**src/hw/rtl/rcpa_ram.sv**
```systemverilog
// ----------------------------------------------------------------------------
// rcpa_ram
// Generic simple dual-port RAM: one write port, one read port, registered read.
// ----------------------------------------------------------------------------
`default_nettype none

module rcpa_ram #(
    parameter int WIDTH = 8,
    parameter int DEPTH = 16
) (
    input  wire logic                     clk,
    input  wire logic                     wr_en,
    input  wire logic [$clog2(DEPTH)-1:0] wr_addr,
    input  wire logic [WIDTH-1:0]         wr_data,
    input  wire logic                     rd_en,
    input  wire logic [$clog2(DEPTH)-1:0] rd_addr,
    output logic      [WIDTH-1:0]         rd_data
);

    logic [WIDTH-1:0] mem [DEPTH];

    always_ff @(posedge clk) begin
        if (wr_en) begin
            mem[wr_addr] <= wr_data;
        end
        if (rd_en) begin
            rd_data <= mem[rd_addr];
        end
    end

endmodule

`default_nettype wire

```
**config.mk**
```make
export PLATFORM = sky130hd
export DESIGN_NAME = rcpa_ram
export DESIGN_NICKNAME = d
export VERILOG_FILES = /design/src/hw/rtl/rcpa_ram.sv
export SDC_FILE = /design/constraint.sdc
export NUM_CORES = 1
export LEC_CHECK = 0
export ABC_AREA = 1
export BUFFER_PORTS_ARGS = -buffer_cell sky130_fd_sc_hd__buf_2
export CELL_PAD_IN_SITES_DETAIL_PLACEMENT = 0
export CELL_PAD_IN_SITES_GLOBAL_PLACEMENT = 2
export CORE_AREA = 2 2 123 125
export DETAILED_ROUTE_END_ITERATION = 16
export DIE_AREA = 0 0 125 127
export MAX_ROUTING_LAYER = met4
export PLACE_DENSITY = 0.79
export SYNTH_ARGS = -nofsm -noshare
export SYNTH_HDL_FRONTEND = slang
export SYNTH_SLANG_ARGS = --single-unit
export TNS_END_PERCENT = 1
```
**constraint.sdc**
```tcl
create_clock -name clk -period 1.3 [get_ports clk]
set_clock_uncertainty 0.05 [all_clocks]
set_input_delay 0.065 -clock clk [delete_from_list [all_inputs] [get_ports clk]]
set_output_delay 0.065 -clock clk [all_outputs]
set_load 0.05 [all_outputs]
```
==> results.md <==
- Slew headroom: between 70 and 80%
- Clock sink count: about 140
- Tot GR Track Use: 19.3%
- Synth Area in Adders: 0%
- Worst path buffer plus inverter count: 1
- Worst-path clk slew: roughly 0.060 ns
- Post-synth cell types: 11
- Detail Route Antenna Nets: 0
- CTS max path bufs: 2
- Global-route wire length before repair: 21.5 mm
- Clock Latency Late Sink: 0.43 ns
- CTS Root Cell: clkbuf_16
- Crit path cell chain: buf_2
- Routed WL per cell: between 15 and 20 um
- Compound-Gate Fraction of Synth Area: 0%
- HPWL Detailed: 8.81 mm
- GP Congestion: between 0.7 and 0.8
- Total vias in the final route: about 3700
- Largest net degree at the start of global routing: 40
- Final setup viols: 0
- Final Power: roughly 0.010 W
- Post-Syn Area: around 5800 um^2
- Slowest CP cell: edfxtp_1
- Crit path kind: flip-flop to output port
- Reg2Reg Setup Slack: around 0.090 ns
- CTS tree: done
- GRT overflow: 0
- Worst r2r dst: rd_data[5]
- Core Util, Final: between 40 and 50%
- FMAX: 0.812 GHz
- Period utilization: 94.7%
- Post-synthesis sequential area ratio: between 60% and 70%
- Die width: around 130 um
- Worst setup SP type: flip-flop
- Crit Path Max Fanout: 1
- Max cap viols: 0
- Most frequent cells in the layout: 173 x nand2_1, 136 x edfxtp_1, 100 x inv_1
- Hold path start: wr_data[2]
- Diode count: 0
- Synthesized Nets: 570
- VDD IR max: about 740 uV
- P&R area growth vs syn: 17.9%
- Avg Vias per Cell: roughly 4.7
- H-Tree Depth: 4
- Pins Over Slew Limit: 0
- CTS Buf Count: 17
- Post-synthesis register bit count: 136
- Hold path endpoint: mem[1][2]
- Synth warn: 0
- Simple-Gate Fraction of Synth Area: 20.8%
- CP arrival: about 1.1 ns
- Power density cells: ~1500 nW/um^2
- Vias in the first global route: between 3000 and 4000
- Multiplexer share of the synthesized area: 0%
- RSZ-0062 raised after global routing: false
- Largest family of logic cells by synthesized area: simple AND/OR/NAND/NOR gates
- Hold path depth: 1
- Number of cells after detailed placement: approximately 770
- Most common cell after layout, fill and taps aside: nand2_1
- Worst Hold Class: primary input to flip-flop
- Final hold vios: 0
- Core area: between 10000 and 15000 um^2
- Iter 0 DRT Violations: 275
- Post-cts gate resize count: 0
- R2R depth: 6
- Crit-path max cell delay: ~0.4 ns
- Worst Path Required: about 1.2 ns
- Post-route setup TNS: 0 ns
- Min Clock Period, post-route: approximately 1.2 ns
- Nets: between 600 and 700
- IO Pins: 27
- Port buffer count: 26
- Status: complete, no violations
- Syn_area_per_cell: 10.6 um^2
- Post-Synthesis Cells: between 500 and 600
- Initial antenna violation count: 0
- Worst R2R Start: mem[1][5]
- Final std cells w/o fill: between 700 and 800
- Num rows: 44
- DR DRC count: 0
- Layout cells sized above 1: a little over an eighth
- Initial DRT Pass Iterations: 5
- Die Y: 127 um
- Post-Synth XOR/XNOR Area: 0%
- Least-Margin Pin Slew: around 0.39 ns
- Die area: between 15000 and 20000 um^2
- Setup crit end kind: output port
- Leak: 2.98 nW
- Crit-path leading delay family: flip-flops
- WL final: between 10 and 15 mm
- Initial Util: about 41%
where the power goes:
part           switching, W  internal [W]  leakage, nW  total, W
Combinational      0.000507      0.000212         1.47  0.000719
Sequential        0.0000309       0.00494         1.24   0.00497
Clock               0.00170       0.00278        0.268   0.00448
Total               0.00223       0.00794         2.98    0.0102
flip-flops by register name, indices dropped and copies added (netlist names):
register  cells
rd_data       8
mem         128
synth_stat cells, drive strengths merged:
| cell type | instances | area (um^2) |
|---|---|---|
| nand2 | 173 | 649 |
| edfxtp | 136 | 4080 |
| inv | 102 | 383 |
| nand3 | 97 | 485 |
| buf | 24 | 166 |
| nor2 | 17 | 63.8 |
| nand3b | 2 | 15.0 |
routing by layer:
layer	GRT usage [%]	routed length, um
met1	25.2	6260
met2	29.5	6530
met3	4.86	705
met4	7.06	247
met5	-	0
logic make-up after synthesis:
kind of cell / Yosys count
flops: 136
simple gates: 289
buf+inv: 126
timing repair:
action	in CTS	in global routing
hold endpoints to repair	8	0
hold buffers	1	0
endpoints found under the setup margin	0	0
setup buffers	0	0
worst max path at each step:
stage                          start         end  slack, ns  cells after the start
after floorplan           wr_addr[2]  mem[10][0]       0.23                      2
after global placement    rd_addr[0]  rd_data[5]      -0.02                      8
after detailed placement  rd_addr[0]  rd_data[5]      -0.05                      8
after CTS                 rd_data[0]  rd_data[0]       0.04                      1
after global routing      mem[10][5]  rd_data[5]      0.001                      6
final                     rd_data[0]  rd_data[0]       0.07                      1
cell type report:
class	count	area (um^2)
tap	184	230
inverter	102	383
clock inverter	10	105
multi-input combinational	289	1210
clock buffer	21	440
sequential	136	4080
timing repair buffer	55	438
fill	1355	7530
metrics by stage:
stage	hold WS, ns	instance area [um^2]	setup WS, ns
2_1_floorplan	0.114	5850	0.234
3_3_place_gp	0.412	6340	-0.0228
3_5_place_dp	0.409	6340	-0.0543
4_1_cts	0.00656	6890	0.0403
5_1_grt	0.0134	6890	0.00111
6_report	0.00245	6890	0.0690
Note: power is estimated with default switching activity, not from simulation.
