## src/hw/rtl/rcpa_pkg.sv

```systemverilog
// ----------------------------------------------------------------------------
// rcpa_pkg
// Shared widths, defaults and codes for the refcounted page allocator.
// ----------------------------------------------------------------------------
`default_nettype none

package rcpa_pkg;

    // Fixed field widths of the channels
    localparam int PAGE_W     = 14;
    localparam int ACTION_W   = 3;
    localparam int STATUS_W   = 2;
    localparam int REF_OUT_W  = 8;
    localparam int FREE_OUT_W = 15;

    // Default sizing
    localparam int NUM_PAGES_DEF = 16384;
    localparam int REF_WIDTH_DEF = 8;

    typedef enum logic [ACTION_W-1:0] {
        ACT_ALLOC = 3'd0,
        ACT_FREE  = 3'd1,
        ACT_SEED  = 3'd2,
        ACT_INC   = 3'd3,
        ACT_DEC   = 3'd4,
        ACT_QUERY = 3'd5
    } action_t;

    typedef enum logic [STATUS_W-1:0] {
        STAT_OK    = 2'd0,
        STAT_EMPTY = 2'd1,
        STAT_BAD   = 2'd2,
        STAT_FULL  = 2'd3
    } status_t;

endpackage

`default_nettype wire

```

## src/hw/rtl/rcpa_clear.sv

```systemverilog
// ----------------------------------------------------------------------------
// rcpa_clear
// Post-reset sweep that zeroes the reference count memory, one entry a cycle.
// ----------------------------------------------------------------------------
`default_nettype none

module rcpa_clear
    import rcpa_pkg::*;
#(
    parameter int NUM_PAGES = NUM_PAGES_DEF
) (
    input  wire logic                         aclk,
    input  wire logic                         aresetn,
    output logic                              clr_busy,
    output logic [$clog2(NUM_PAGES)-1:0]      clr_addr
);

    localparam int AW = $clog2(NUM_PAGES);

    logic          busy_reg, busy_next;
    logic [AW-1:0] addr_reg, addr_next;

    always_comb begin
        busy_next = busy_reg;
        addr_next = addr_reg;
        if (busy_reg) begin
            addr_next = addr_reg + AW'(1);
            if (addr_reg == AW'(NUM_PAGES - 1)) begin
                busy_next = 1'b0;
            end
        end
    end

    always_ff @(posedge aclk) begin
        if (!aresetn) begin
            busy_reg <= 1'b1;
            addr_reg <= '0;
        end else begin
            busy_reg <= busy_next;
            addr_reg <= addr_next;
        end
    end

    assign clr_busy = busy_reg;
    assign clr_addr = addr_reg;

endmodule

`default_nettype wire

```

## config.mk

```make
export PLATFORM = sky130hd
export DESIGN_NAME = rcpa_clear
export DESIGN_NICKNAME = d
export VERILOG_FILES = /design/src/hw/rtl/rcpa_pkg.sv /design/src/hw/rtl/rcpa_clear.sv
export SDC_FILE = /design/constraint.sdc
export NUM_CORES = 1
export LEC_CHECK = 0
export ABC_AREA = 1
export BUFFER_PORTS_ARGS = -buffer_cell sky130_fd_sc_hd__buf_4
export CAP_MARGIN = 20
export CELL_PAD_IN_SITES_DETAIL_PLACEMENT = 1
export CELL_PAD_IN_SITES_GLOBAL_PLACEMENT = 2
export CORE_ASPECT_RATIO = 1.2
export CORE_UTILIZATION = 27
export CTS_BUF_LIST = sky130_fd_sc_hd__clkbuf_16
export CTS_CLUSTER_DIAMETER = 80
export CTS_CLUSTER_SIZE = 12
export DETAILED_ROUTE_END_ITERATION = 8
export GPL_TIMING_DRIVEN = 0
export HOLD_SLACK_MARGIN = 0.03
export PLACE_DENSITY = 0.83
export SYNTH_ARGS = -nofsm -noshare
export SYNTH_HDL_FRONTEND = slang
export SYNTH_SLANG_ARGS = --single-unit
export TNS_END_PERCENT = 30
```

## constraint.sdc

```tcl
create_clock -name aclk -period 1.4 [get_ports aclk]
set_clock_uncertainty 0.05 [all_clocks]
set_input_delay 0 -clock aclk [delete_from_list [all_inputs] [get_ports aclk]]
set_output_delay 0 -clock aclk [all_outputs]
set_load 0.005 [all_outputs]
```

==> results of run 1 <==
## flip-flops by register name (all words and copies together) (netlist names)
signal and cells:
clr_busy 1, clr_addr 14
## metrics by stage
step           total power (uW)  hold WS, ns  instances  util (%)   TNS [ns]
2_1_floorplan               476       0.0848        110         -          0
3_3_place_gp                496        0.233        159      35.3          0
3_5_place_dp                498        0.248        159      35.3   -0.00342
4_1_cts                    1070        0.485        164      38.8          0
5_1_grt                    1090        0.533        165      39.5  -0.000613
6_report                   1050        0.480        165      39.5          0
## area by class of cell
cell class	instances	area (sq um)
timing repair buffer	18	138
clock inverter	1	3.75
buffer	2	12.5
inverter	13	48.8
multi-input combinational	80	394
fill	324	1560
sequential	15	305
tap	33	41.3
clock buffer	3	75.1
## per-layer routing
layer  global-route usage [%]  vias up  wire, microns
met1                     15.7      345            843
li1                         -      387              -
met5                        0        -              0
met2                     29.3       16           1040
met4                     9.80        0             54
met3                     3.31        5             87
## cell usage in the layout, fill, tap and decap left out, drive strengths merged
| cell type | count |
|---|---|
| a21oi | 5 |
| buf | 19 |
| clkbuf | 3 |
| dfxtp | 15 |
| dlygate4sd3 | 1 |
| ha | 1 |
| inv | 14 |
| nand2 | 27 |
| nand3 | 9 |
| nand4 | 2 |
| nor2 | 26 |
| nor3 | 2 |
| o21ai | 6 |
| xnor2 | 2 |
## logic make-up after synthesis
family,Yosys count,synth area share (%)
flip-flops,15,40.1
XOR/XNOR,2,2.34
buffers and inverters,15,8.19
AND/OR/NAND/NOR,66,40.3
AO/OA/AOI/OAI,11,7.36
adder cells (fa/ha/maj),1,1.67
## final timing paths
path                            cells past startpoint         start  slack [ns]           end
worst min-delay path                                4  clr_addr[12]        0.48  clr_addr[12]
worst min register to register                      4  clr_addr[12]        0.48  clr_addr[12]
worst max register to register                      7   clr_addr[0]        0.10  clr_addr[10]
worst max-delay path                                7   clr_addr[0]        0.10  clr_addr[10]
## what timing repair did
item / CTS / global route
hold endpoints to repair: 4 / 0
pin swaps: 0 / 1
buffers inserted: 0 / 1
gates resized for setup: 2 / 5
hold buffers: 1 / 0
endpoints found under the setup margin: 1 / 2
## worst reg2reg max path, stage by stage (launching register included)
cell and delay, ns:
dfxtp_4 0.37, ha_2 0.21, nand3_2 0.10, nor2_4 0.16, buf_4 0.13, nand3_1 0.07
nand2_1 0.07, nor2_1 0.03
## power groups by stage
stage,registers [uW],logic [uW],clock network (uW)
after floorplan,452,23.5,0
after CTS,446,47.2,572
after global routing,447,54.7,585
after global placement,453,43.4,0
final,446,47.3,554
after detailed placement,453,44.8,0
==> out/metrics.yaml, run 1 <==
status:
  status: "finished, final reports clean"
yosys:
  syn_avg_cell_area_sq_um: 6.80
  synth.most_common_cell: "nand2_1"
  yosys_warnings: 0
  synth_edf_count: 0
  synth_top_area_share_pct: 40.1
  yosys_most_used_dff: "dfxtp_1"
  ys_async_sr_fraction_pct: 0
  syn_nets: 113
  syn-cell-area_sq_um: 748
  yosysSeqAreaShare_pct: 40.1
  synthTopCellsByArea: "dfxtp_1, nand2_1, nor2_1"
  synthCells: 110
  synthTopCellsByCount: "nand2_1, nor2_1, dfxtp_1, inv_1, nand3_1"
  ys_ff_latch: 15
  synth_cell_types: 17
  yosysTopAreaCell: "dfxtp_1"
sta:
  relSlewSlack_pct: 81.3
  slew_violations: 0
  setup_viol: 0
  worst_slack_ns: 0.104
  hold_viol_final: 0
  post-route-min-period_ns: 1.30
  tightest_slew_ns: 0.278
  fmax_ghz: 0.772
  min_period_over_period_pct: 92.6
power:
  p_comb_share_pct: 4.5
  powerDensity_nw_per_um2: 1030
  switching_share_pct: 19.9
  switchingPower_uw: 209
  p_clk_share_pct: 52.9
  p_int_uw: 838
  leakage_uw: 0.000418
  p_seq_share_pct: 42.6
  ir_worst_vdd_mv: 0.720
placed_design:
  dp_slack_ns: -0.00342
  placed_area_sq_um: 910
  globalplace.congestion: 0.698
  portBuffers: 16
  dp_hpwl_microns: 1540
clock_tree:
  cts-root-buf: "clkbuf_16"
  cts_tree: "done"
  numCtsBuffers: 3
  clk_latency_ns: 0.25
  max-clock-path-buffers: 2
  cts.sinks: 15
  h-tree-depth: 1
  clk_pin_slew_ns: 0.05
critical_path:
  crit_required_ns: 1.49
  critical_path_arrival_ns: 1.39
  critPathMaxFanout: 5
  path_class: "reg -> reg"
  cp_slowest_cell: "dfxtp_4"
  crit_chain: "ha_2 > nand3_2 > nor2_4 > buf_4 > nand3_1 > nand2_1 > nor2_1"
  critical-path-max-stage-delay_ns: 0.37
  startpoint_type: "register"
  crit_family: "simple AND/OR/NAND/NOR gates"
  endpoint_kind: "register"
  cp.buffers_inverters: 1
drt:
  drt-initial-drc-count: 6
  vias: 753
  antenna_left: 0
  first_pass_iters: 2
  vias_per_cell: 4.56
  post-route-drc-count: 0
  wl_per_cell_microns: 12.3
  routed_wirelength_microns: 2030
final_layout:
  drive_gt1_share_pct: 24.2
  nets: 136
  antennaDiodeCount: 0
  area_growth_pct: 36.1
  final_area_sq_um: 1020
grt:
  grt_pass1_wl_microns: 3430
  grt_use_total_pct: 15.7
  grt_pass1_vias: 759
  overflow: 0
  antenna_found_initial: 0
  grt_max_degree: 11
floorplanning:
  dieArea_sq_um: 2990
  io_pins: 17
  die_w_microns: 50.1
  die_y_microns: 59.7
  std_cell_rows: 20
  coreArea_sq_um: 2580
  start_util_pct: 29.0
job:
  cap_violations: 0
min_path:
  min_path_type: "reg -> reg"
No activity file was read; power rests on OpenSTA's default activity.
==> run 2, diff against run 1 <==
Clock period 1.4 ns to 1.35 ns, I/O delays scaled along.
==> run 2 against run 1 <==
Net effect: first-iteration DRC count is 17% lower; register-to-register slack hardly changed; worst hold slack worse by 0.00082 ns; core utilization is 0.97 points higher; via count is 0.40% higher; maximum frequency is 4.5% higher; worst setup slack better by 0.0052 ns; wire length is 1.6% higher; cell count stayed put; combinational power is 8.0% higher.
==> out/metrics.yaml, run 2 (synthesis gave the netlist of run 1 again) <==
critical_path:
  critical-path-max-stage-delay_ns: 0.40  # was 0.37 ns
  crit_top_cell: "nand2_1"
  crit_chain: "nand2_1 > nor2_4 > nand2_1 > o21ai_1 > nor2_1"  # was ha_2 > nand3_2 > nor2_4 > buf_4 > nand3_1 > nand2_1 > nor2_1
  cp.buffers_inverters: 0  # was 1
  critical_path_arrival_ns: 1.33  # was 1.39 ns
  crit_family: "simple AND/OR/NAND/NOR gates"  # unchanged
  crit_required_ns: 1.44  # was 1.49 ns
  cp_slowest_cell: "dfxtp_1"  # was dfxtp_4
  endpoint_kind: "register"  # unchanged
  path_class: "reg -> reg"  # unchanged
  startpoint_type: "register"  # unchanged
  critPathMaxFanout: 7  # was 5
drt:
  first_pass_iters: 2  # unchanged
  antenna_left: 0  # unchanged
  vias: 756  # was 753
  routed_wirelength_microns: 2060  # was 2030 microns
  post-route-drc-count: 0  # unchanged
  wl_per_cell_microns: 12.5  # was 12.3 microns
  vias_per_cell: 4.58  # was 4.56
  drt-initial-drc-count: 5  # was 6
placed_design:
  dp_slack_ns: -0.0534  # was -0.00342 ns
  placed_cells: 159  # unchanged
  portBuffers: 16  # unchanged
  placed_area_sq_um: 910  # unchanged
  globalplace.congestion: 0.698  # unchanged
  dp_hpwl_microns: 1540  # unchanged
final_layout:
  final_common_cell: "nand2_1"  # unchanged
  layoutNonFillerInstCount: 165  # unchanged
  antennaDiodeCount: 0  # unchanged
  drive_gt1_share_pct: 27.3  # was 24.2%
  final_area_sq_um: 1040  # was 1020 sq um
  multi_input_area_sq_um: 419  # was 394 sq um
  fill_cells: 326  # was 324
  layout_common_cells: "nand2_1, nor2_1, buf_4, inv_1, dfxtp_1"  # unchanged
  largest_reg_flops: 14  # unchanged
  nets: 136  # unchanged
  regArea_sq_um: 305  # unchanged
  area_growth_pct: 39.5  # was 36.1%
clock_tree:
  clk_pin_slew_ns: 0.05  # about the same
  cts.sinks: 15  # unchanged
  h-tree-depth: 1  # unchanged
  numCtsBuffers: 3  # unchanged
  cts_tree: "done"  # unchanged
  clk_latency_ns: 0.25  # about the same
  cts-root-buf: "clkbuf_16"  # unchanged
  max-clock-path-buffers: 2  # unchanged
floorplanning:
  dieArea_sq_um: 2990  # unchanged
  io_pins: 17  # unchanged
  die_w_microns: 50.1  # unchanged
  std_cell_rows: 20  # unchanged
  die_y_microns: 59.7  # unchanged
  coreArea_sq_um: 2580  # unchanged
  start_util_pct: 29.0  # unchanged
sta:
  slew_violations: 0  # unchanged
  fmax_ghz: 0.806  # was 0.772 GHz
  setup_tns_ns: 0  # unchanged
  rsz0062_at_grt: "false"
  post-route-min-period_ns: 1.24  # was 1.30 ns
  relSlewSlack_pct: 85.5  # was 81.3%
  tightest_slew_ns: 0.217  # was 0.278 ns
  hold_viol_final: 0  # unchanged
  worst_slack_ns: 0.109  # was 0.104 ns
  min_period_over_period_pct: 91.9  # was 92.6%
  setup_viol: 0  # unchanged
job:
  cap_violations: 0  # unchanged
power:
  p_int_uw: 871  # was 838 uW
  ir_worst_vdd_mv: 0.750  # was 0.720 mV
  powerDensity_nw_per_um2: 1040  # was 1030 nW/um^2
  p_comb_share_pct: 4.7  # was 4.5%
  leakage_uw: 0.000419  # was 0.000418 uW
  switching_share_pct: 20.0  # was 19.9%
  p_clk_share_pct: 52.6  # was 52.9%
  p_total_uw: 1090  # was 1050 uW
  p_seq_share_pct: 42.7  # was 42.6%
  switchingPower_uw: 218  # was 209 uW
grt:
  grt_pass1_wl_microns: 3420  # was 3430 microns
  grt_pass1_vias: 763  # was 759
  overflow: 0  # unchanged
  grt_use_total_pct: 15.7  # unchanged
  grt_max_degree: 11  # unchanged
  antenna_found_initial: 0  # unchanged
min_path:
  min_path_type: "reg -> reg"  # unchanged
status:
  status: "finished, final reports clean"  # unchanged
## run 2: cell types whose count changed in the layout (fill, tap and decap cells not counted)
cell    delta
ha_2       -1
ha_4       +1
nor2_1     -2
nor2_2     +2
nor3_1     -2
nor3_2     +2
## run 2: path summary, 6_finish.rpt
check / from / endpoint / slack [ns] / cells past startpoint
setup / recovery: clr_addr[3] / clr_addr[11] / 0.11 / 5
hold / removal: clr_addr[12] / clr_addr[12] / 0.48 / 4
setup reg to reg: clr_addr[3] / clr_addr[11] / 0.11 / 5
hold reg to reg: clr_addr[12] / clr_addr[12] / 0.48 / 4
## run 2: power by group through the flow
stage          clock network, uW  registers [uW]  logic [uW]
5_1_grt                      606             466        59.3
3_5_place_dp                   0             470        46.5
6_report                     573             465        51.1
3_3_place_gp                   0             470        45.1
4_1_cts                      593             463        49.0
2_1_floorplan                  0             469        24.4
## run 2: layer usage
| metal | global-route usage (%) | share of wire (%) | routed length, microns |
|---|---|---|---|
| met4 | 9.80 | 2.6 | 54 |
| met3 | 3.31 | 4.2 | 86 |
| met5 | 0 | 0 | 0 |
| met1 | 15.7 | 41 | 853 |
| met2 | 29.3 | 52 | 1060 |
## run 2: worst reg2reg max path: cells and delay by family (launching register included)
kind | cells | cell delay, ns
compound gates | 1 | 0.14
flops | 1 | 0.40
simple gates | 4 | 0.53
## run 2: area by class of cell
| cell class | instances | area share (%) |
|---|---|---|
| Multi-Input combinational cell | 80 | 40.2 |
| Sequential cell | 15 | 29.3 |
| Timing Repair Buffer | 18 | 13.2 |
| Clock buffer | 3 | 7.19 |
| Inverter | 13 | 4.68 |
| Tap cell | 33 | 3.96 |
| Buffer | 2 | 1.20 |
| Clock inverter | 1 | 0.360 |
## run 2: per-stage QoR
step / hold slack [ns] / utilization [%]
floorplan: 0.0848 / -
global placement: 0.233 / 35.3
detailed placement: 0.248 / 35.3
CTS: 0.485 / 39.1
global route: 0.533 / 40.5
finish: 0.479 / 40.5
## run 2: repair_timing
item                                    in CTS  in global routing
cloned                                       0                  0
endpoints found under the setup margin       3                  6
resized for setup                            3                  9
setup buffers                                1                  0
hold buffers                                 1                  0
pin swaps                                    1                  1
hold endpoints to repair                     4                  0
