`config.mk`:
```
export PLATFORM = sky130hd
export DESIGN_NAME = rcpa_core
export DESIGN_NICKNAME = d
export VERILOG_FILES = /design/src/hw/rtl/rcpa_pkg.sv /design/src/hw/rtl/rcpa_core.sv
export SDC_FILE = /design/constraint.sdc
export NUM_CORES = 1
export LEC_CHECK = 0
export BUFFER_PORTS_ARGS = -buffer_cell sky130_fd_sc_hd__buf_2
export CAP_MARGIN = 20
export CORE_ASPECT_RATIO = 0.7
export CORE_UTILIZATION = 50
export CTS_BUF_LIST = sky130_fd_sc_hd__clkbuf_4 sky130_fd_sc_hd__clkbuf_8 sky130_fd_sc_hd__clkbuf_16
export DETAILED_ROUTE_END_ITERATION = 10
export PLACE_DENSITY = 0.89
export SYNTH_ARGS = -nofsm -noshare
export SYNTH_HDL_FRONTEND = slang
export SYNTH_SLANG_ARGS = --single-unit
```
`constraint.sdc`:
```
create_clock -name aclk -period 4.9 [get_ports aclk]
set_input_delay 0.245 -clock aclk [delete_from_list [all_inputs] [get_ports aclk]]
set_output_delay 0.245 -clock aclk [all_outputs]
set_load 0.03 [all_outputs]
```
`src/hw/rtl/rcpa_pkg.sv`:
```
// ----------------------------------------------------------------------------
// rcpa_pkg
// Shared widths, defaults and codes for the refcounted page allocator.
// ----------------------------------------------------------------------------
`default_nettype none

package rcpa_pkg;

    // Fixed field widths of the channels
    localparam int PAGE_W     = 14;
    localparam int ACTION_W   = 3;
    localparam int STATUS_W   = 2;
    localparam int REF_OUT_W  = 8;
    localparam int FREE_OUT_W = 15;

    // Default sizing
    localparam int NUM_PAGES_DEF = 16384;
    localparam int REF_WIDTH_DEF = 8;

    typedef enum logic [ACTION_W-1:0] {
        ACT_ALLOC = 3'd0,
        ACT_FREE  = 3'd1,
        ACT_SEED  = 3'd2,
        ACT_INC   = 3'd3,
        ACT_DEC   = 3'd4,
        ACT_QUERY = 3'd5
    } action_t;

    typedef enum logic [STATUS_W-1:0] {
        STAT_OK    = 2'd0,
        STAT_EMPTY = 2'd1,
        STAT_BAD   = 2'd2,
        STAT_FULL  = 2'd3
    } status_t;

endpackage

`default_nettype wire

```
`src/hw/rtl/rcpa_core.sv`:
```
// ----------------------------------------------------------------------------
// rcpa_core
// Sequencer: reads count and stack memories on accept, updates and writes
// back in S_EXEC once the result register can take the result, keeps the stack pointer and the result register.
// ----------------------------------------------------------------------------
`default_nettype none

module rcpa_core
    import rcpa_pkg::*;
#(
    parameter int NUM_PAGES = NUM_PAGES_DEF,
    parameter int REF_WIDTH = REF_WIDTH_DEF
) (
    input  wire logic                             aclk,
    input  wire logic                             aresetn,
    // configuration
    input  wire logic                             cfg_wr_en,
    input  wire logic [PAGE_W-1:0]                cfg_wr_data,
    // input channel
    input  wire logic                             s_valid,
    output logic                                  s_ready,
    input  wire logic [ACTION_W-1:0]              s_action,
    input  wire logic [PAGE_W-1:0]                s_page,
    // result channel
    output logic                                  m_valid,
    input  wire logic                             m_ready,
    output logic [STATUS_W-1:0]                   m_status,
    output logic [PAGE_W-1:0]                     m_page_out,
    output logic [REF_OUT_W-1:0]                  m_ref_count,
    output logic [FREE_OUT_W-1:0]                 m_free_pages,
    // clearing sweep
    input  wire logic                             clr_busy,
    input  wire logic [$clog2(NUM_PAGES)-1:0]     clr_addr,
    // count memory
    output logic                                  ref_rd_en,
    output logic [$clog2(NUM_PAGES)-1:0]          ref_rd_addr,
    input  wire logic [REF_WIDTH-1:0]             ref_rd_data,
    output logic                                  ref_wr_en,
    output logic [$clog2(NUM_PAGES)-1:0]          ref_wr_addr,
    output logic [REF_WIDTH-1:0]                  ref_wr_data,
    // free stack memory
    output logic                                  stk_rd_en,
    output logic [$clog2(NUM_PAGES)-1:0]          stk_rd_addr,
    input  wire logic [PAGE_W-1:0]                stk_rd_data,
    output logic                                  stk_wr_en,
    output logic [$clog2(NUM_PAGES)-1:0]          stk_wr_addr,
    output logic [PAGE_W-1:0]                     stk_wr_data
);

    localparam int AW = $clog2(NUM_PAGES);
    localparam int CW = $clog2(NUM_PAGES + 1);

    typedef enum logic {S_IDLE, S_EXEC} state_t;

    state_t                state_reg, state_next;
    logic [ACTION_W-1:0]   act_reg, act_next;
    logic [PAGE_W-1:0]     page_reg, page_next;
    logic                  inmem_reg, inmem_next;
    logic                  below_reg, below_next;
    logic [CW-1:0]         cnt_reg, cnt_next;
    logic [PAGE_W-1:0]     kend_reg, kend_next;

    logic                  mv_reg, mv_next;
    logic [STATUS_W-1:0]   mstat_reg, mstat_next;
    logic [PAGE_W-1:0]     mpage_reg, mpage_next;
    logic [REF_OUT_W-1:0]  mref_reg, mref_next;
    logic [FREE_OUT_W-1:0] mfree_reg, mfree_next;

    logic                  accept;
    logic                  exec_fire;
    logic [AW+PAGE_W-1:0]  s_page_ext;
    logic [AW+PAGE_W-1:0]  page_reg_ext;
    logic [AW+PAGE_W-1:0]  got_ext;

    // exec results
    status_t               x_stat;
    logic [PAGE_W-1:0]     x_page;
    logic [REF_WIDTH-1:0]  x_ref;
    logic [REF_WIDTH-1:0]  x_new_ref;
    logic                  x_ref_we;
    logic                  x_alloc_addr;
    logic                  x_push;
    logic                  x_pop;
    logic [REF_WIDTH+REF_OUT_W-1:0] x_ref_ext;
    logic [CW+FREE_OUT_W-1:0]       x_free_ext;

    assign s_page_ext   = {{AW{1'b0}}, s_page};
    assign page_reg_ext = {{AW{1'b0}}, page_reg};
    assign got_ext      = {{AW{1'b0}}, stk_rd_data};

    assign s_ready   = (state_reg == S_IDLE) && !clr_busy;
    assign accept    = s_valid && s_ready;
    assign exec_fire = (state_reg == S_EXEC) && (!mv_reg || m_ready);

    // memory reads are issued on accept; data is ready in S_EXEC
    assign ref_rd_en   = accept;
    assign ref_rd_addr = s_page_ext[AW-1:0];
    assign stk_rd_en   = accept;
    assign stk_rd_addr = AW'(cnt_reg - CW'(1));

    always_comb begin
        x_stat       = STAT_OK;
        x_page       = page_reg;
        x_ref        = ref_rd_data;
        x_new_ref    = ref_rd_data;
        x_ref_we     = 1'b0;
        x_alloc_addr = 1'b0;
        x_push       = 1'b0;
        x_pop        = 1'b0;
        case (act_reg) inside
            ACT_ALLOC: begin
                if (cnt_reg == '0) begin
                    x_stat = STAT_EMPTY;
                    x_page = '0;
                    x_ref  = '0;
                end else begin
                    x_pop        = 1'b1;
                    x_page       = stk_rd_data;
                    x_new_ref    = REF_WIDTH'(1);
                    x_ref        = REF_WIDTH'(1);
                    x_ref_we     = 1'b1;
                    x_alloc_addr = 1'b1;
                end
            end
            ACT_FREE, ACT_SEED: begin
                if (!inmem_reg || below_reg) begin
                    x_stat = STAT_BAD;
                    x_ref  = '0;
                end else begin
                    x_new_ref = (act_reg == ACT_SEED) ? '0 : ref_rd_data;
                    if (x_new_ref != '0) begin
                        x_new_ref = x_new_ref - REF_WIDTH'(1);
                    end
                    x_ref    = x_new_ref;
                    x_ref_we = 1'b1;
                    if (x_new_ref == '0) begin
                        if (cnt_reg == CW'(NUM_PAGES)) begin
                            x_stat = STAT_FULL;
                        end else begin
                            x_push = 1'b1;
                        end
                    end
                end
            end
            default: begin
                if (!inmem_reg) begin
                    x_stat = STAT_BAD;
                    x_ref  = '0;
                end else if (act_reg == ACT_INC) begin
                    if (ref_rd_data != '1) begin
                        x_new_ref = ref_rd_data + REF_WIDTH'(1);
                    end
                    x_ref    = x_new_ref;
                    x_ref_we = 1'b1;
                end else if (act_reg == ACT_DEC) begin
                    if (ref_rd_data != '0) begin
                        x_new_ref = ref_rd_data - REF_WIDTH'(1);
                    end
                    x_ref    = x_new_ref;
                    x_ref_we = 1'b1;
                end
            end
        endcase
    end

    // count memory write port is shared with the clearing sweep
    assign ref_wr_en   = clr_busy || (exec_fire && x_ref_we);
    assign ref_wr_addr = clr_busy     ? clr_addr :
                         x_alloc_addr ? got_ext[AW-1:0] : page_reg_ext[AW-1:0];
    assign ref_wr_data = clr_busy ? '0 : x_new_ref;

    assign stk_wr_en   = exec_fire && x_push;
    assign stk_wr_addr = cnt_reg[AW-1:0];
    assign stk_wr_data = page_reg;

    always_comb begin
        state_next = state_reg;
        act_next   = act_reg;
        page_next  = page_reg;
        inmem_next = inmem_reg;
        below_next = below_reg;
        cnt_next   = cnt_reg;
        kend_next  = kend_reg;
        mv_next    = mv_reg;
        mstat_next = mstat_reg;
        mpage_next = mpage_reg;
        mref_next  = mref_reg;
        mfree_next = mfree_reg;
        x_ref_ext  = {{REF_OUT_W{1'b0}}, x_ref};
        x_free_ext = '0;

        if (cfg_wr_en) begin
            kend_next = cfg_wr_data;
        end
        if (mv_reg && m_ready) begin
            mv_next = 1'b0;
        end

        unique case (state_reg)
            S_IDLE: begin
                if (accept) begin
                    act_next   = s_action;
                    page_next  = s_page;
                    inmem_next = s_page_ext < (AW+PAGE_W)'(NUM_PAGES);
                    below_next = s_page < kend_reg;
                    state_next = S_EXEC;
                end
            end
            S_EXEC: begin
                if (exec_fire) begin
                    if (x_pop) begin
                        cnt_next = cnt_reg - CW'(1);
                    end else if (x_push) begin
                        cnt_next = cnt_reg + CW'(1);
                    end
                    x_free_ext = {{FREE_OUT_W{1'b0}}, cnt_next};
                    mv_next    = 1'b1;
                    mstat_next = x_stat;
                    mpage_next = x_page;
                    mref_next  = x_ref_ext[REF_OUT_W-1:0];
                    mfree_next = x_free_ext[FREE_OUT_W-1:0];
                    state_next = S_IDLE;
                end
            end
            default: state_next = S_IDLE;
        endcase
    end

    always_ff @(posedge aclk) begin
        if (!aresetn) begin
            state_reg <= S_IDLE;
            cnt_reg   <= '0;
            kend_reg  <= '0;
            mv_reg    <= 1'b0;
        end else begin
            state_reg <= state_next;
            cnt_reg   <= cnt_next;
            kend_reg  <= kend_next;
            mv_reg    <= mv_next;
        end
        act_reg   <= act_next;
        page_reg  <= page_next;
        inmem_reg <= inmem_next;
        below_reg <= below_next;
        mstat_reg <= mstat_next;
        mpage_reg <= mpage_next;
        mref_reg  <= mref_next;
        mfree_reg <= mfree_next;
    end

    assign m_valid      = mv_reg;
    assign m_status     = mstat_reg;
    assign m_page_out   = mpage_reg;
    assign m_ref_count  = mref_reg;
    assign m_free_pages = mfree_reg;

    // no transaction taken while the count memory is being swept
    a_no_accept_in_clear: assert property (@(posedge aclk) disable iff (!aresetn)
        clr_busy |-> !s_ready)
        else $error("input accepted during clearing sweep");

    a_cnt_bound: assert property (@(posedge aclk) disable iff (!aresetn)
        cnt_reg <= CW'(NUM_PAGES))
        else $error("free stack pointer beyond depth");

    a_cnt_step: assert property (@(posedge aclk) disable iff (!aresetn)
        cnt_reg != $past(cnt_reg) |->
            (cnt_reg == $past(cnt_reg) + CW'(1)) || (cnt_reg == $past(cnt_reg) - CW'(1)))
        else $error("free stack pointer moved by more than one");

    a_stack_write_once: assert property (@(posedge aclk) disable iff (!aresetn)
        stk_wr_en |=> !stk_wr_en)
        else $error("two stack pushes in consecutive cycles");

    a_empty_result: assert property (@(posedge aclk) disable iff (!aresetn)
        (m_valid && m_status == STAT_EMPTY) |-> (m_page_out == '0 && m_free_pages == '0))
        else $error("empty result with nonzero page or free count");

endmodule

`default_nettype wire

```
==> results.md, run 1 <==
Timing:
- Setup violations remaining at the end of the flow were counted as 0.
- After routing, the total negative slack on setup checks comes to 0 ps.
- Subtracting the final worst setup slack from the clock period gives 4334 ps.
- The worst-margin pin slew is 882.7 ps.
- The hold violation count in the final report is 0.
- Setup repair after global routing left no endpoint under its margin.
- For this run, the top clock speed supported by timing is 230.8 MHz.
- The final clock skew is 9.272 ps.
- The total count of max-transition violations in the final report is 0.
- The headroom to the max-slew limit is 41.01%.
- The final critical-path setup slack is 566.5 ps.
- The final critical path takes up 88.44% of the cycle.

Place:
- The worst-case setup slack after placement is 710.3 ps.
- The congestion estimate from routability-driven global placement came to 0.9905.
- The HPWL after detailed placement is 11.76 mm.
- The number of I/O port buffers is 195.
- Once placement finished, the instance area stood at 6743 um2.

Logic synthesis:
- The adder-cell area share of the yosys netlist is 4.405%.
- The post-synthesis instance area is 5964 um2.
- The number of cells produced by synthesis is 659.
- After synthesis, the most frequently instantiated cells are sky130_fd_sc_hd__nand2_1 (62), sky130_fd_sc_hd__edfxtp_1 (57), sky130_fd_sc_hd__nor2_1 (52).
- The main combinational cell family by area after synthesis is simple AND/OR/NAND/NOR gates.
- The mean instance size in the synthesized netlist is 9.051 um2.
- Of all cell types, the one taking the most synthesized area is sky130_fd_sc_hd__edfxtp_1.
- Yosys attributes the largest share of cell area to sky130_fd_sc_hd__edfxtp_1 (29%), sky130_fd_sc_hd__dfxtp_1 (10%), sky130_fd_sc_hd__mux2i_1 (6.0%).
- The register area share after synthesis is 39.10%.
- The async set-or-reset flop fraction in the synthesized netlist is 0%.
- Multiplexer cells account for 6.230% of the synthesized area.
- The synthesized netlist devotes 4.112% of its cell area to XOR and XNOR gates.
- Counting every net in the synthesized netlist gives 753.
- For this run, the number of Yosys warnings is 0.
- The simple-gate portion of the synthesized area is 21.69%.
- Counting flops and latches in the post-synthesis netlist gives 88.
- The main flop type after synthesis is sky130_fd_sc_hd__edfxtp_1.
- The most common cell in the synthesized netlist is sky130_fd_sc_hd__nand2_1.
- The number of enable-type register cells in the synthesized netlist is 57.
- The area fraction in compound gates after synthesis is 15.96%.
- After synthesis, the largest area contributor takes up 28.70% of total cell area.
- Yosys mapped the design onto 67 distinct sky130hd cell types.

Route:
- The number of iterations in the first detailed-routing pass is 5.
- Using the TritonRoute via totals, the vias-per-cell ratio works out to 5.835.
- The remaining design rule violation count is 0.
- For this block, the routed nets add up to 15.94 mm of wire.
- The highest layer used for signal routing is met4.
- Once detail routing completed, the nets flagged for antenna violations numbered 0.
- In this run, the number of DRC markers left after iteration 0 of detailed routing was 439.
- In the final routed layout, each cell accounts on average for 16.80 um.
- Detailed routing placed a total of 6.973 mm of wire on met2.
- For this block, the via count after detailed routing is 5,537.
- Wire segments on met3 add up to 1.561 mm in the final route.
- The sum of routed wire segments on met1 is 7.161 mm.

Floorplan:
- The floorplan die width is 132.5 um.
- Pin placement for this block handled 196 I/O pins.
- For this configuration, the core starts out at a cell density of 52.83%.
- The core footprint is 11,290 um2.
- The die footprint is 12,380 um2.
- After floorplanning, the core was divided into 32 placement rows.
- The y dimension of the die is 93.38 um.

Worst setup path:
- The slowest stage of the critical path belongs to the cell sky130_fd_sc_hd__or3b_1.
- The type of element capturing the critical path is a primary output.
- The worst register-to-register path begins at act_reg[2]$_DFFE_PP_.
- The depth of the worst register-to-register path is 10.
- By instance count, the cell type seen most on the critical path is sky130_fd_sc_hd__or3b_1.
- The data arrival time at the worst-slack endpoint is 4090 ps.
- The destination of the worst register-to-register timing path is m_free_pages[5]$_DFFE_PP_.
- The critical path data required time is 4660 ps.
- In this design, the stage delay of the slowest critical-path cell is 610 ps.
- Traced cell by cell, the critical path runs through or3b_1, nand2_1, ha_1, or3b_1, o21ai_4, o311ai_2, nor4_4, nand3_4, nor2_1, buf_2.
- STA classifies the critical path startpoint as a flip-flop.
- The maximum fanout encountered on the critical timing path is 19.
- Across all register-to-register paths, the minimum setup slack is 630 ps.
- The classification of the worst setup path is reg2out.

Global routing:
- Entering global routing, the biggest net connects 48 pins.
- The via count of the first global-routing pass is 5,043.
- The initial antenna violation count is 0.
- The wire length of the first global-routing pass is 25.58 mm.
- Summed over all layers, the global routing overflow is 0.
- The total global-route track usage is 26.23%.

Clock network:
- Buffers inserted during clock tree synthesis total 9.
- The buffer type at the clock tree root is sky130_fd_sc_hd__clkbuf_16.
- The post-CTS setup buffer count is 0.
- The clock transition at the registers of the reported paths is 60 ps.
- Counting along the longest clock path gives a buffer depth of 2.
- CTS built an H-tree with a depth of 3.
- The clock tree from TritonCTS is yes.
- The quantity of hold-fixing buffers added after cts is 0.
- At the later pin of the worst-skew pair, clock insertion delay measures 340 ps.
- Gates resized during post-CTS repair numbered 0.
- The clock net sink count is 88.

Pwr:
- Summed over all cells, the static leakage comes to 2.989 nW.
- For this design the ratio of total power to cell area is 291.7 nW/um2.
- The peak supply drop is 0.1784 mV.

Hold path:
- The hold path startpoint is s_action[1].
- The worst hold path terminates at act_reg[1]$_DFFE_PP_.
- The path class of the tightest hold or removal check is in2reg.
- Counting instances, the worst hold path has a depth of 1.

Job:
- The max-capacitance violation count is 0.

Final layout:
- The layout-stage area growth over the synthesis result is 18.38%.
- The final design area excluding fillers is 7061 um2.
- Cells fill 62.53% of the core in the end.
- The post-route netlist has 29.02% of its cells at a drive strength greater than 1.
- At the end of the flow, the number of nets in the layout was 885.
- The count of inserted antenna diode cells is 0.

Outcome:
- The flow ran to the end, and the final reports show no timing, DRC or antenna violations.
report_power, final:
part,internal (W),switching (W),total [W]
combinational,0.000173,0.000356,0.000529
sequential,0.000824,0.0000264,0.000850
clock,0.000382,0.000298,0.000680
total,0.00138,0.000681,0.00206
cell type report:
cell class / instances / area (um2)
fill: 970 / 4230
timing repair buffer: 199 / 1018
inverter: 25 / 93.84
clock buffer: 10 / 250.2
multi-input combinational: 468 / 3127
clock inverter: 6 / 47.55
tap: 153 / 191.4
sequential: 88 / 2332
routing by layer:
layer	vias up	GRT usage [%]
li1	2651	-
met1	2576	35.31
met2	286	39.96
met3	24	8.022
met4	0	9.004
met5	-	0
how the worst max path moves through the flow:
stage,slack (ps),end,start,cells after the start
2_1_floorplan,1230,stk_wr_en,act_reg[0]$_DFFE_PP_,12
4_1_cts,620,stk_wr_en,act_reg[2]$_DFFE_PP_,10
3_3_place_gp,820,m_free_pages[5]$_DFFE_PP_,act_reg[2]$_DFFE_PP_,10
3_5_place_dp,710,m_free_pages[5]$_DFFE_PP_,act_reg[2]$_DFFE_PP_,10
6_report,570,stk_wr_en,act_reg[2]$_DFFE_PP_,10
5_1_grt,330,stk_wr_en,act_reg[2]$_DFFE_PP_,10
critical path: cells and delay by family, from the launching register on:
kind | cells | cell delay (ps)
DFF | 1 | 570
and+or+nand+nor | 6 | 2270
buffers and inverters | 1 | 240
AOI/OAI and AO/OA | 2 | 390
adders and majority gates | 1 | 270
placed cells by master (no fill, tap or decap), types with 4 or more instances in the layout:
master / n
sky130_fd_sc_hd__a21oi_1: 17
sky130_fd_sc_hd__nor3_1: 19
sky130_fd_sc_hd__nor2_1: 52
sky130_fd_sc_hd__nand2_1: 62
sky130_fd_sc_hd__a31oi_1: 6
sky130_fd_sc_hd__nand3_1: 23
sky130_fd_sc_hd__mux2i_1: 36
sky130_fd_sc_hd__and2_1: 7
sky130_fd_sc_hd__nor4_1: 8
sky130_fd_sc_hd__clkbuf_16: 10
sky130_fd_sc_hd__dfxtp_1: 31
sky130_fd_sc_hd__nor2b_1: 5
sky130_fd_sc_hd__o22ai_1: 4
sky130_fd_sc_hd__o21ai_0: 28
sky130_fd_sc_hd__buf_2: 195
sky130_fd_sc_hd__edfxtp_1: 57
sky130_fd_sc_hd__o211ai_1: 6
sky130_fd_sc_hd__a21o_1: 9
sky130_fd_sc_hd__nand2b_1: 5
sky130_fd_sc_hd__a22o_1: 14
sky130_fd_sc_hd__or3_1: 10
sky130_fd_sc_hd__xnor2_1: 15
sky130_fd_sc_hd__o31ai_1: 6
sky130_fd_sc_hd__a211oi_1: 6
sky130_fd_sc_hd__inv_1: 24
sky130_fd_sc_hd__nor3b_1: 5
sky130_fd_sc_hd__xor2_1: 13
sky130_fd_sc_hd__and3_1: 14
sky130_fd_sc_hd__ha_1: 21
sky130_fd_sc_hd__nand4_1: 15
sky130_fd_sc_hd__a22oi_1: 5
metrics by stage:
step                hold WS (ps)  total power (W)  instances
floorplan                  343.9         0.001246        659
global route               67.62         0.002146        949
finish                     85.06         0.002060        949
CTS                        71.42         0.002067        948
detailed placement         427.7         0.001390        932
global placement           425.4         0.001382        932
cells by family (layout without fill, tap and decap cells):
| kind of cell | after synthesis | in the layout |
|---|---|---|
| compound gates | 135 | 135 |
| xor+xnor | 28 | 28 |
| fa+ha+maj | 21 | 21 |
| buf+inv | 103 | 240 |
| flops | 88 | 88 |
| mux | 37 | 37 |
| simple gates | 247 | 247 |
Note: power is estimated with default switching activity, not from simulation.
==> run 2, diff against run 1 <==
CAP_MARGIN = 30   (was 20)
RECOVER_POWER = 25   (was not set)
==> run 2 against run 1 <==
Effect of this change: combinational power fell by 0.9%; sequential share of layout area rose by 0.19 points; total power up 2.3%; clock skew about the same; non-clock buffer count unchanged; final area shrank 0.58%; largest power group unchanged.
==> results.md, run 2 (same netlist as run 1, synthesis figures left out) <==
Pwr:
- The share of total power dissipated in the clock network is 34.7%.
- VDD sags by at most 0.1607 mV.
- In this run the static leakage power is 2.856 nW.
- Combinational logic burns 24.9% of the power.
- Net switching is 32.34% of the power.
- Power comes to 0.002106 W.
- Internal power comes to 0.001425 W.
- Summed over all nets, the switching power comes to 0.0006812 W.
- The part of the total power dissipated in sequential elements is 40.4%.
- Power spread over the standard cell area amounts to 300.0 nW/um2.

Place:
- During placement, the flow inserted port buffers numbering 195.
- After detailed placement, the design holds a cell count of 933.
- The final estimated routing congestion in global placement is 0.9905.
- The detailed placer's ending HPWL is 11.75 mm.

Global routing:
- The total global-route track usage is 26.10%.
- The first global-routing pass estimated 25.66 mm of wire.
- The initial antenna violation count was 0.
- The remaining global-route overflow is 0.
- Entering global routing, the biggest net connects 39 pins.
- The via count of the first global-routing pass is 5,009.

Timing:
- The headroom to the max-slew limit is 40.76%.
- Setup violations remaining at the end of the flow were counted as 0.
- The minimum clock period is 4302 ps.
- The hold violation count in the final report is 0.
- The final clock skew is 9.549 ps.
- The maximum achievable frequency is 232.4 MHz.
- The accumulated negative setup slack is 0 ps.
- The minimum hold slack is 82.52 ps.
- The total count of max-transition violations in the final report is 0.
- The post-route clock period utilization is 87.80%.
- The worst-margin pin slew is 886.5 ps.
- Setup repair after global routing left no endpoint under its margin.

Floorplan:
- The floorplan step set the die width to 132.5 um.
- The starting density of the core is 52.83%.
- The die footprint is 12,380 um2.
- The core region is 11,290 um2.
- The floorplan step set the die height to 93.38 um.
- In this run the core area contains 32 standard-cell rows.
- 196 I/O pins were placed.

Clock network:
- The maximum count of clock buffers along a single path is 2.
- The number of gates resized after CTS is 0.
- The clock tree from TritonCTS is yes.
- CTS saw 88 sinks.
- The number of H-tree branching levels is 3.
- Buffers inserted during clock tree synthesis total 9.
- The post-CTS setup buffer count is 0.
- The buffer type at the clock tree root is sky130_fd_sc_hd__clkbuf_16.
- The later pin in the worst-skew pair is clocked with a latency of 340 ps.
- The number of hold buffers added after CTS was 0.
- The clock transition at the registers of the reported paths is 60 ps.

Final layout:
- The net total in the final layout is 885.
- The share of cells above drive strength 1 is 22.61%.
- The count of inserted antenna diode cells is 0.
- The most frequent standard cell in the layout excluding fill and tap cells is sky130_fd_sc_hd__buf_2.
- The non-filler instance count after layout is 949.
- The top cell types in the final layout, fill and taps aside, are sky130_fd_sc_hd__buf_2 (144), sky130_fd_sc_hd__nand2_1 (62), sky130_fd_sc_hd__edfxtp_1 (57).
- The layout-stage area growth over the synthesis result is 17.68%.
- The filler cells instantiated in the layout total 965.

Route:
- Dividing the detail-routed wire length by the instance count gives 16.83 um.
- The routed design has 15.97 mm of wire.
- The first-iteration detailed-routing DRC count is 418.
- In the routed design, unresolved DRC markers number 0.
- In the routed layout, each cell is associated on average with a via count of 5.827.
- The first detailed-routing pass took 5 iterations.
- The number of nets still failing antenna checks after routing is 0.
- The final route contains 5,530 vias.

Worst setup path:
- The signal on the critical path passes through or3b_1, nand2_1, ha_1, or3b_1, o21ai_4, o311ai_2, nor4_4, nand3_4, nor2_1, buf_2.
- The number of buffers and inverters on the critical path is 1.
- STA classifies the critical path endpoint as a primary output.
- The worst register-to-register path ends at m_free_pages[5]$_DFFE_PP_.
- The most numerous cell type found on the critical path is sky130_fd_sc_hd__or3b_1.
- The capture point of the worst path is stk_wr_en.
- The startpoint identified for the worst register-to-register timing path is act_reg[2]$_DFFE_PP_.
- The classification of the worst setup path is reg2out.
- The maximum fanout encountered on the critical timing path is 19.
- The critical path data required time is 4660 ps.
- The cell family with the largest share of critical-path delay is simple AND/OR/NAND/NOR gates.
- In this run the register-to-register setup slack is 650 ps.
- STA classifies the critical path startpoint as a flip-flop.
- For the worst flop-to-flop path, the logic depth is 10.
- The critical-path cell with the highest stage delay is sky130_fd_sc_hd__or3b_1.
- For this run, the slowest stage of the critical path takes 610 ps.
- Counting buffers and inverters, the worst setup path is 10 cells deep.
- For the worst setup path, the data arrival time is 4060 ps.
- In this run the worst setup path begins at act_reg[2]$_DFFE_PP_.

Job:
- Across the run, the number of max-cap violations was 0.

Hold path:
- The path class of the tightest hold or removal check is in2reg.

Outcome:
- The flow ran to the end, and the final reports show no timing, DRC or antenna violations.
==> run 2: cell type report <==
class	instances	area, um2	share of cell area (%)
sequential	88	2332	33.23
inverter	25	93.84	1.337
multi-input combinational	468	3127	44.55
clock inverter	6	70.07	0.9982
timing repair buffer	199	954.7	13.60
tap	153	191.4	2.727
clock buffer	10	250.2	3.565
==> run 2: worst register-to-register path, stage by stage (launching register included) <==
cell and delay, ps:
sky130_fd_sc_hd__edfxtp_1 580, sky130_fd_sc_hd__or3b_1 610, sky130_fd_sc_hd__nand2_1 190, sky130_fd_sc_hd__ha_1 260
sky130_fd_sc_hd__or3b_1 430, sky130_fd_sc_hd__o21ai_4 220, sky130_fd_sc_hd__o311ai_2 140, sky130_fd_sc_hd__nor4_4 510
sky130_fd_sc_hd__and3_1 580, sky130_fd_sc_hd__a21oi_1 180, sky130_fd_sc_hd__a211o_1 290
==> run 2: worst min path at each step <==
stage                     start                    to  slack [ps]  cells after the start
detailed placement  s_action[2]  act_reg[2]$_DFFE_PP_         430                      1
global placement    s_action[0]  act_reg[0]$_DFFE_PP_         430                      1
finish              s_action[1]  act_reg[1]$_DFFE_PP_          80                      1
global route        s_action[1]  act_reg[1]$_DFFE_PP_          70                      1
CTS                 s_action[1]  act_reg[1]$_DFFE_PP_          70                      1
floorplan           s_action[0]  act_reg[0]$_DFFE_PP_         340                      0
==> run 2: per-stage QoR <==
stage	cell area, um2	util, %	worst slack, ps
after floorplan	5964	-	1225
after global placement	6743	59.72	816.8
after detailed placement	6763	59.90	711.1
after CTS	7083	62.73	623.2
after global routing	7019	62.17	347.6
final	7019	62.17	597.8
==> run 2: power groups by stage <==
stage / Sequential, W / Clock, W / Combinational (W)
floorplan: 0.000883 / 0 / 0.000363
global placement: 0.000865 / 0 / 0.000517
detailed placement: 0.000866 / 0 / 0.000524
CTS: 0.000850 / 0.000743 / 0.000526
global route: 0.000854 / 0.000776 / 0.000566
finish: 0.000851 / 0.000731 / 0.000524
==> run 2: metal layers <==
metal | up-vias | share of wire, % | GRT usage, %
met5 | - | 0 | 0
met4 | 0 | 1.3 | 6.705
met3 | 26 | 9.6 | 6.992
met2 | 311 | 44 | 40.61
met1 | 2544 | 45 | 35.91
li1 | 2649 | - | -
==> run 3, diff against run 2 <==
RECOVER_POWER = 50   (was 25)
==> run 3 against run 2 <==
Effect of this change: the run now ends with capacitance limit, slew limit left; combinational power is 0.8% lower; sequential power hardly changed; clock power hardly changed; critical path type unchanged; global-route usage stayed put; final area is 0.87% lower; critical path depth stayed put; sequential share of layout area is 0.29 points higher.
==> results.md, run 3 (same netlist as run 1, synthesis figures left out) <==
Outcome:
- The run finished, with violations left.
- The final reports fail on capacitance limit, slew limit.

Route:
- After detailed routing, the average wire length per cell comes to 16.83 um.
- For this block, the initial DRC count from the detailed router was 478.
- The vias after detailed routing is 5,549.
- After detailed routing, the number of vias per cell comes to 5.847.
- The number of nets still failing antenna checks after routing is 0.
- In the routed design, unresolved DRC markers number 0.
- The final layout contains routed wiring with a total length of 15.97 mm.
- Before antenna repair, the detailed router went through 5 iterations.

Place:
- After detailed placement, the total cell area comes to 6763 um2.
- Detailed placement ended at an HPWL of 11.75 mm.
- The final estimated routing congestion in global placement is 0.9905.
- Input and output buffers added on the ports amount to 195.

Final layout:
- The final design area excluding fillers is 6958 um2.
- The layout-stage area growth over the synthesis result is 16.66%.
- The library cells used most frequently in the layout, excluding fill and tap cells, are sky130_fd_sc_hd__clkbuf_1 (100), sky130_fd_sc_hd__buf_2 (95), sky130_fd_sc_hd__nand2_1 (62).
- The net total in the final layout is 885.
- The library cell used most frequently in the layout, excluding fill and tap cells, is sky130_fd_sc_hd__clkbuf_1.
- In the final layout, the share of cells above drive strength 1 is 16.46%.
- The number of antenna diodes in the final layout is 0.

Global routing:
- The maximum number of pins on one net before global-route repair is 39.
- The via count of the first global-routing pass was 5,009.
- For this run the aggregate overflow at the end of global routing stands at 0.
- The first global-routing pass estimated 25.66 mm of wire.
- The initial antenna violation count is 0.
- For this run, the total global-route usage over all layers was measured as 26.10%.

Timing:
- The hold violation count in the final report is 0.
- The accumulated negative setup slack is 0 ps.
- The post-route clock period utilization is 87.71%.
- In this run the tightest slew margin relative to its limit is -7.613%.
- The worst-margin pin slew is 1614 ps.
- The total count of max-transition violations in the final report is 39.
- The maximum achievable frequency is 232.7 MHz.
- Between clock sinks in the finished design, the worst skew comes to 7.296 ps.
- The minimum clock period is 4298 ps.
- Setup violations remaining at the end of the flow were counted as 0.
- Setup repair after global routing left no endpoint under its margin.

Floorplan:
- Measured along the y axis, the die boundary spans 93.38 um.
- The floorplan die width is 132.5 um.
- The die covers 12,380 um2.
- The starting density of the core is 52.83%.
- In this run the core area contains 32 standard-cell rows.
- The core footprint is 11,290 um2.
- Pin placement for this block handled 196 I/O pins.

Worst setup path:
- The most critical setup path has its startpoint at act_reg[2]$_DFFE_PP_.
- The most frequent cell on the critical path is sky130_fd_sc_hd__or3b_1.
- In this design, the stage delay of the slowest critical-path cell is 610 ps.
- The number of buffers and inverters on the critical path is 1.
- In this run the critical register-to-register path is launched from act_reg[2]$_DFFE_PP_.
- The number of cells on the critical path is 10.
- The type of element capturing the critical path is a primary output.
- The depth of the worst register-to-register path is 10.
- The critical-path cell with the highest stage delay is sky130_fd_sc_hd__or3b_1.
- The data arrival time at the worst-slack endpoint is 4050 ps.
- The worst setup path is launched from a flip-flop.
- The cell family with the largest share of critical-path delay is simple AND/OR/NAND/NOR gates.
- The critical path data required time is 4660 ps.
- The worst setup path is of the reg2out kind.
- The critical path goes through or3b_1, nand2_1, ha_1, or3b_1, o21ai_4, o311ai_2, nor4_4, nand3_4, nor2_1, buf_2.
- The maximum fanout encountered on the critical timing path is 19.

Clock network:
- The number of gates resized after CTS is 0.
- For the worst-skew pair, the clock arrives at the later sink with an insertion delay of 340 ps.
- The CTS buffer count is 9.
- The number of H-tree branching levels is 3.
- The clock transition at the registers of the reported paths is 60 ps.
- The clock net sink count is 88.
- Counting along the longest clock path gives a buffer depth of 2.
- After clock tree synthesis, the flow added hold-fix buffers numbering 0.
- Once the clock tree was built, the setup fixing pass inserted 0 buffers.
- TritonCTS built the clock tree.
- The buffer type at the clock tree root is sky130_fd_sc_hd__clkbuf_16.

Hold path:
- The worst hold path stage count is 1.
- The startpoint identified for the worst hold timing path is s_action[1].
- The min-delay analysis places its worst path in the category in2reg.

Pwr:
- For this design the static power due to leakage is 2.696 nW.
- The peak supply drop is 0.1580 mV.
- The power consumption is 0.002101 W.
- Power spread over the standard cell area amounts to 302.0 nW/um2.

Job:
- The tool flagged a number of max-cap violations equal to 1.
==> run 3: changes by cell type in the layout (fill, tap and decap cells not counted), sizes merged <==
cell	previous run	this run
clkbuf	61	110
buf	148	99
==> run 3: power by group <==
| part | switching, W | internal [W] |
|---|---|---|
| clock network | 0.000297 | 0.000433 |
| logic | 0.000356 | 0.000165 |
| registers | 0.0000274 | 0.000824 |
==> run 3: layout make-up <==
| class | instances | area (um2) |
|---|---|---|
| Tap cell | 153 | 191.4 |
| Fill cell | 990 | 4333 |
| Clock buffer | 10 | 250.2 |
| Timing Repair Buffer | 199 | 893.4 |
| Inverter | 25 | 93.84 |
| Sequential cell | 88 | 2332 |
| Clock inverter | 6 | 70.07 |
| Multi-Input combinational cell | 468 | 3127 |
==> run 3: stage by stage <==
stage	hold slack (ps)	setup WS (ps)	std cells	util [%]
3_3_place_gp	425.4	816.8	932	59.72
4_1_cts	72.33	623.2	949	62.73
2_1_floorplan	343.9	1225	659	-
6_report	82.04	602.3	949	61.62
3_5_place_dp	427.3	711.1	933	59.90
5_1_grt	66.58	347.6	949	61.62
==> run 3: routing by layer <==
layer,share of wire (%),track usage (%)
met4,1.2,6.705
met5,0,0
met3,9.3,6.992
met1,45,35.91
met2,44,40.61
==> run 3: worst paths after layout <==
check	to	slack (ps)
worst min-delay path	act_reg[1]$_DFFE_PP_	80
worst max-delay path	stk_wr_en	600
worst max register to register	m_free_pages[5]$_DFFE_PP_	660
worst min register to register	kend_reg[10]$_SDFFE_PN0P_	500
